==> src/hdl/chx_pkg.sv <==
`timescale 1ns / 1ps
// ---------------------------------------------------------------------------
// chx_pkg
// Widths, fixed coefficients and shared types of the cubehelix level block.
// ---------------------------------------------------------------------------
package chx_pkg;

    localparam int LEVEL_W  = 8;
    localparam int COLOUR_W = 16;
    localparam int CLIP_W   = 2;
    localparam int SC_W     = 10;
    localparam int ROT_W    = 12;
    localparam int HUE_W    = 10;
    localparam int NL_W     = 9;
    localparam int CFG_W    = 12;
    localparam int CFG_AW   = 2;
    localparam int MSQ_W    = 18;   // (levels-1) squared
    localparam int D_W      = 19;   // 768*(levels-1)
    localparam int NUM_W    = 25;   // offset phase numerator, two's complement sum

    // one quotient bit of each divider per cell
    localparam int DIV_STEPS = 30;
    localparam int PINT_W    = 5;   // integer bits of the phase quotient
    localparam int QP_W      = 25;  // phase quotient bits kept

    localparam logic [CFG_AW-1:0] CFG_START_COLOUR = 2'd0;
    localparam logic [CFG_AW-1:0] CFG_ROTATIONS    = 2'd1;
    localparam logic [CFG_AW-1:0] CFG_HUE_GAIN     = 2'd2;
    localparam logic [CFG_AW-1:0] CFG_NUM_LEVELS   = 2'd3;

    localparam logic [SC_W-1:0]  START_COLOUR_RST = 10'd768;
    localparam logic [ROT_W-1:0] ROTATIONS_RST    = 12'd179;
    localparam logic [HUE_W-1:0] HUE_GAIN_RST     = 10'd256;
    localparam logic [NL_W-1:0]  NUM_LEVELS_RST   = 9'd64;

    localparam logic [30:0] Q30 = 31'h4000_0000;

    // quarter-wave sine polynomial, Q30
    localparam logic [22:0] SIN_A7 = 23'd4858526;
    localparam logic [26:0] SIN_A5 = 27'd85569305;
    localparam logic [29:0] SIN_A3 = 30'd693598668;
    localparam logic [30:0] SIN_A1 = 31'd1686629713;

    // channel mix coefficients, Q16 (cosine term, sine term)
    localparam logic signed [17:0] K_RED_C = -18'sd9739;
    localparam logic signed [17:0] K_RED_S = 18'sd116836;
    localparam logic signed [17:0] K_GRN_C = -18'sd19154;
    localparam logic signed [17:0] K_GRN_S = -18'sd59408;
    localparam logic signed [17:0] K_BLU_C = 18'sd129299;
    localparam logic signed [17:0] K_BLU_S = 18'sd0;

    typedef struct packed {
        logic [MSQ_W-1:0] m_sq;
        logic [D_W-1:0]   d;
    } t_div_const;

    typedef struct packed {
        logic                 gtop;   // index at the last level: intensity is exactly 1
        logic [MSQ_W-1:0]     rg;
        logic [DIV_STEPS-1:0] qg;
        logic [D_W-1:0]       rp;
        logic [PINT_W-1:0]    sh;     // numerator bits still to bring down
        logic [QP_W-1:0]      qp;
    } t_div_data;

endpackage

==> src/hdl/chx_div_cell.sv <==
`timescale 1ns / 1ps
// ---------------------------------------------------------------------------
// chx_div_cell
// One restoring step of both dividers: intensity and helix phase.
// ---------------------------------------------------------------------------
module chx_div_cell (
    input  logic                  i_clk,
    input  logic                  i_rst_n,
    input  logic                  i_en,
    input  logic                  i_valid,
    input  chx_pkg::t_div_data    i_data,
    input  chx_pkg::t_div_const   i_const,
    output logic                  o_valid,
    output chx_pkg::t_div_data    o_data
);

    logic [chx_pkg::MSQ_W:0] w_rg_sh;
    logic [chx_pkg::MSQ_W:0] w_rg_dif;
    logic [chx_pkg::D_W:0]   w_rp_sh;
    logic [chx_pkg::D_W:0]   w_rp_dif;
    logic                    w_qg;
    logic                    w_qp;
    chx_pkg::t_div_data      n_data;
    chx_pkg::t_div_data      r_data;
    logic                    r_valid;

    always_comb begin
        w_rg_sh  = {i_data.rg, 1'b0};
        w_rg_dif = w_rg_sh - {1'b0, i_const.m_sq};
        w_qg     = (w_rg_sh >= {1'b0, i_const.m_sq});
        w_rp_sh  = {i_data.rp, i_data.sh[chx_pkg::PINT_W-1]};
        w_rp_dif = w_rp_sh - {1'b0, i_const.d};
        w_qp     = (w_rp_sh >= {1'b0, i_const.d});

        n_data    = i_data;
        n_data.rg = w_qg ? w_rg_dif[chx_pkg::MSQ_W-1:0] : w_rg_sh[chx_pkg::MSQ_W-1:0];
        n_data.qg = {i_data.qg[chx_pkg::DIV_STEPS-2:0], w_qg};
        n_data.rp = w_qp ? w_rp_dif[chx_pkg::D_W-1:0] : w_rp_sh[chx_pkg::D_W-1:0];
        n_data.sh = {i_data.sh[chx_pkg::PINT_W-2:0], 1'b0};
        n_data.qp = {i_data.qp[chx_pkg::QP_W-2:0], w_qp};
    end

    always_ff @(posedge i_clk) begin
        if (!i_rst_n) begin
            r_valid <= 1'b0;
        end else if (i_en) begin
            r_valid <= i_valid;
        end
    end

    always_ff @(posedge i_clk) begin
        if (i_en) begin
            r_data <= n_data;
        end
    end

    assign o_valid = r_valid;
    assign o_data  = r_data;

endmodule

==> config.mk <==
export PLATFORM = sky130hd
export DESIGN_NAME = chx_div_cell
export DESIGN_NICKNAME = d
export VERILOG_FILES = /design/src/hdl/chx_pkg.sv /design/src/hdl/chx_div_cell.sv
export SDC_FILE = /design/constraint.sdc
export NUM_CORES = 1
export LEC_CHECK = 0
export ABC_CLOCK_PERIOD_IN_PS = 6600
export BUFFER_PORTS_ARGS = -buffer_cell sky130_fd_sc_hd__buf_2
export CAP_MARGIN = 0
export CELL_PAD_IN_SITES_DETAIL_PLACEMENT = 1
export CELL_PAD_IN_SITES_GLOBAL_PLACEMENT = 2
export CORE_MARGIN = 3
export CORE_UTILIZATION = 32
export CTS_CLUSTER_DIAMETER = 30
export CTS_CLUSTER_SIZE = 25
export DETAILED_ROUTE_END_ITERATION = 6
export PLACE_DENSITY = 0.88
export SYNTH_ARGS = -nofsm -noshare
export SYNTH_HDL_FRONTEND = slang
export SYNTH_SLANG_ARGS = --single-unit
==> constraint.sdc <==
create_clock -name i_clk -period 6.6 [get_ports i_clk]
set_input_delay 0.99 -clock i_clk [delete_from_list [all_inputs] [get_ports i_clk]]
set_output_delay 0.99 -clock i_clk [all_outputs]
set_load 0.02 [all_outputs]
==> metrics.yaml <==
dieWidth_um: 139
fmax_mhz: 257
grt_util_met3: 0.0466
cts_max_level: 3
layout.nets: 898
layout-drive-gt1-share: 0.392
slowest_stage: "a21boi_1"
overflow: 0
synthCells: 484
reg2reg_depth: 2
cp_max_fo: 13
r2r_start: "o_valid$_SDFFE_PN0P_"
met1_usage: 0.214
drcViolationCount: 0
crit_chain: "buf_2 > inv_1 > ha_1 > fa_1 > nand2b_1 > a21oi_1 > o211ai_1 > a21boi_1 > nor2_4 > inv_2 > mux2_2"
finalSetupTns_ps: 0
start_kind: "primary input"
synth_ff_type: "edfxtp_1"
drt_wl_total_mm: 18.0
dp_cells: 929
setup_viol: 0
post_cts_resize_count: 0
slew_headroom: 0.180
core_sq_um: 16900
clock_path_buffers: 2
critical_path_class: "in -> reg"
syn_area_sq_um: 5640
vias_per_cell: 5.12
fp.dieH_um: 139
portBuffers: 234
clock_latency_ps: 350
synth_area_per_cell_sq_um: 11.7
numClockSinks: 98
endpoint: "o_data[35]$_DFFE_PP_"
grt_pass1_wl_mm: 27.7
required_ps: 6690
final_common_cell: "buf_2"
crit_cells: 11
top_usage_layer: "met2"
final-max-slew-violation-count: 0
tightest_slew_ps: 1230
holdBufCountCts: 0
ant_nets: 0
yosys_warnings: 0
fp.dieArea_sq_um: 19300
crit_buf_inv: 3
critPathLaunch: "i_data[29]"
synthXorXnorAreaFrac: 0.0310
grtUsageTotal: 0.179
cts_setup_buffers: 0
filler_cell_count: 1965
arrival_ps: 3980
max_stage_delay_ps: 550
drt_iter0_drc: 247
finalHoldViolations: 0
peakVddDrop_v: 0.000118
ys_seq_elements: 98
crit_family: "compound AO/OA/AOI/OAI gates"
n_antenna_cell: 0
finClkSkew_ps: 0
synthMuxAreaShare: 0.0541
final_cell_count_no_fill: 945
min_period_ps: 3890
grt_antenna_before_repair: 2
clk_root_buffer_cell: "clkbuf_16"
period_share: 0.589
synth_top_family_by_area: "compound AO/OA/AOI/OAI gates"
place_congestion: 0.898
power-per-cell-area_nw_per_um2: 249
place_hpwl_mm: 14.3
rows: 47
cts_tree: "done"
cap_violations: 0
cp-end-kind: "flop"
clkTransAtPathRegs_ps: 80
cts_made_buffers: 9
drtPass1Iterations: 4
io_pins: 238
layout_common_cells: "233 x buf_2, 97 x edfxtp_1, 51 x inv_1, 37 x ha_1, 35 x a21oi_1"
area.growth.synth_to_final_pct: 30.3
hold_class: "reg -> reg"
initial_core_util: 0.333
outcome: "completed"
synth-compound-area-share: 0.167
wl_per_cell_um: 19.0
async_reset_ff_frac: 0
reg2reg_slack_ps: 5980
leakage_uw: 0.00331
synthSimpleGateAreaFrac: 0.0947
grt_max_degree: 65
grt_setup_unrepaired: "false"
use_met2: 0.321
syn-num-nets: 662
synthDistinctLibCells: 62
synth-edff-count: 97
num_vias: 4842
grt_pass1_vias: 5150
synthAdderAreaFrac: 0.0891
ys_seq_area_frac: 0.520
r2r_end: "o_valid$_SDFFE_PN0P_"
[cell usage after synthesis, types with 3 or more instances]
cell / instances / area [sq um]
a21o_1: 8 / 60.1
nor3_1: 13 / 65.1
mux2_4: 7 / 105
a211oi_1: 7 / 52.6
o21ai_0: 24 / 120
a21oi_1: 35 / 175
o2111ai_1: 3 / 26.3
ha_1: 37 / 463
nand4_1: 7 / 43.8
o31ai_1: 5 / 37.5
nand2b_1: 7 / 43.8
clkbuf_1: 6 / 22.5
nor2b_1: 8 / 50.1
mux2_2: 16 / 180
xor2_1: 7 / 61.3
o211a_1: 3 / 30.0
nand2_1: 21 / 78.8
inv_1: 51 / 191
o21bai_1: 3 / 22.5
nor2_1: 17 / 63.8
o31a_1: 4 / 35.0
nand3_1: 11 / 55.1
o211ai_1: 8 / 60.1
o311ai_0: 4 / 35.0
xnor2_1: 13 / 114
and3_1: 5 / 31.3
o21a_1: 8 / 60.1
edfxtp_1: 97 / 2910
[metal layers]
metal,vias up,part of all wire
li1,2309,-
met1,2336,0.41
met2,175,0.51
met3,18,0.065
met4,4,0.012
met5,-,0.0013
[tightest hold or removal path, stage by stage, from the launching register on]
cell     delay [ps]
dfxtp_1         320
mux2i_1         130
nor2b_1          60
[layout make-up]
| type | count | area (sq um) | area share |
|---|---|---|---|
| clock buffer | 9 | 225 | 0.0306 |
| inverter | 52 | 195 | 0.0265 |
| sequential | 98 | 2930 | 0.399 |
| multi-input combinational | 324 | 2460 | 0.335 |
| tap | 220 | 275 | 0.0374 |
| clock inverter | 7 | 81.3 | 0.0111 |
| timing repair buffer | 235 | 1180 | 0.161 |
[where the power goes]
group	internal, uW	total [uW]	switching [uW]
logic	198	504	305
registers	767	783	15.8
clock network	270	544	274
total	1240	1830	595
[state kept, by name, indices dropped and copies added, names as in the netlist]
| register | count |
|---|---|
| o_data | 97 |
| o_valid | 1 |
[stage by stage]
step                utilization  hold WS [ps]  power (uW)  setup WS, ps  instance area, sq um
floorplan                     -           589        1120          3080                  5640
global placement          0.416           497        1290          2460                  7050
detailed placement        0.416           540        1300          2390                  7050
CTS                       0.434           560        1860          2750                  7350
global route              0.434           585        1930          2550                  7350
finish                    0.434           553        1830          2710                  7350
[how the worst min path moves through the flow]
| stage | start | end | slack [ps] | depth (start not counted) |
|---|---|---|---|---|
| floorplan | o_valid$_SDFFE_PN0P_ | o_valid$_SDFFE_PN0P_ | 590 | 2 |
| global placement | o_valid$_SDFFE_PN0P_ | o_valid$_SDFFE_PN0P_ | 500 | 2 |
| detailed placement | o_valid$_SDFFE_PN0P_ | o_valid$_SDFFE_PN0P_ | 540 | 2 |
| CTS | o_valid$_SDFFE_PN0P_ | o_valid$_SDFFE_PN0P_ | 560 | 2 |
| global route | o_valid$_SDFFE_PN0P_ | o_valid$_SDFFE_PN0P_ | 580 | 2 |
| finish | o_valid$_SDFFE_PN0P_ | o_valid$_SDFFE_PN0P_ | 550 | 2 |
[cells by family (layout without fill, tap and decap cells)]
kind of cell               count (synthesis)  after routing
xor gates and xnor gates                  20             20
AOI/OAI and AO/OA                        136            136
adders and majority gates                 39             39
DFF                                       98             98
buffers and inverters                     62            303
muxes                                     25             25
and+or+nand+nor                          103            103
other                                      1              1
Note: power is estimated with default switching activity, not from simulation.
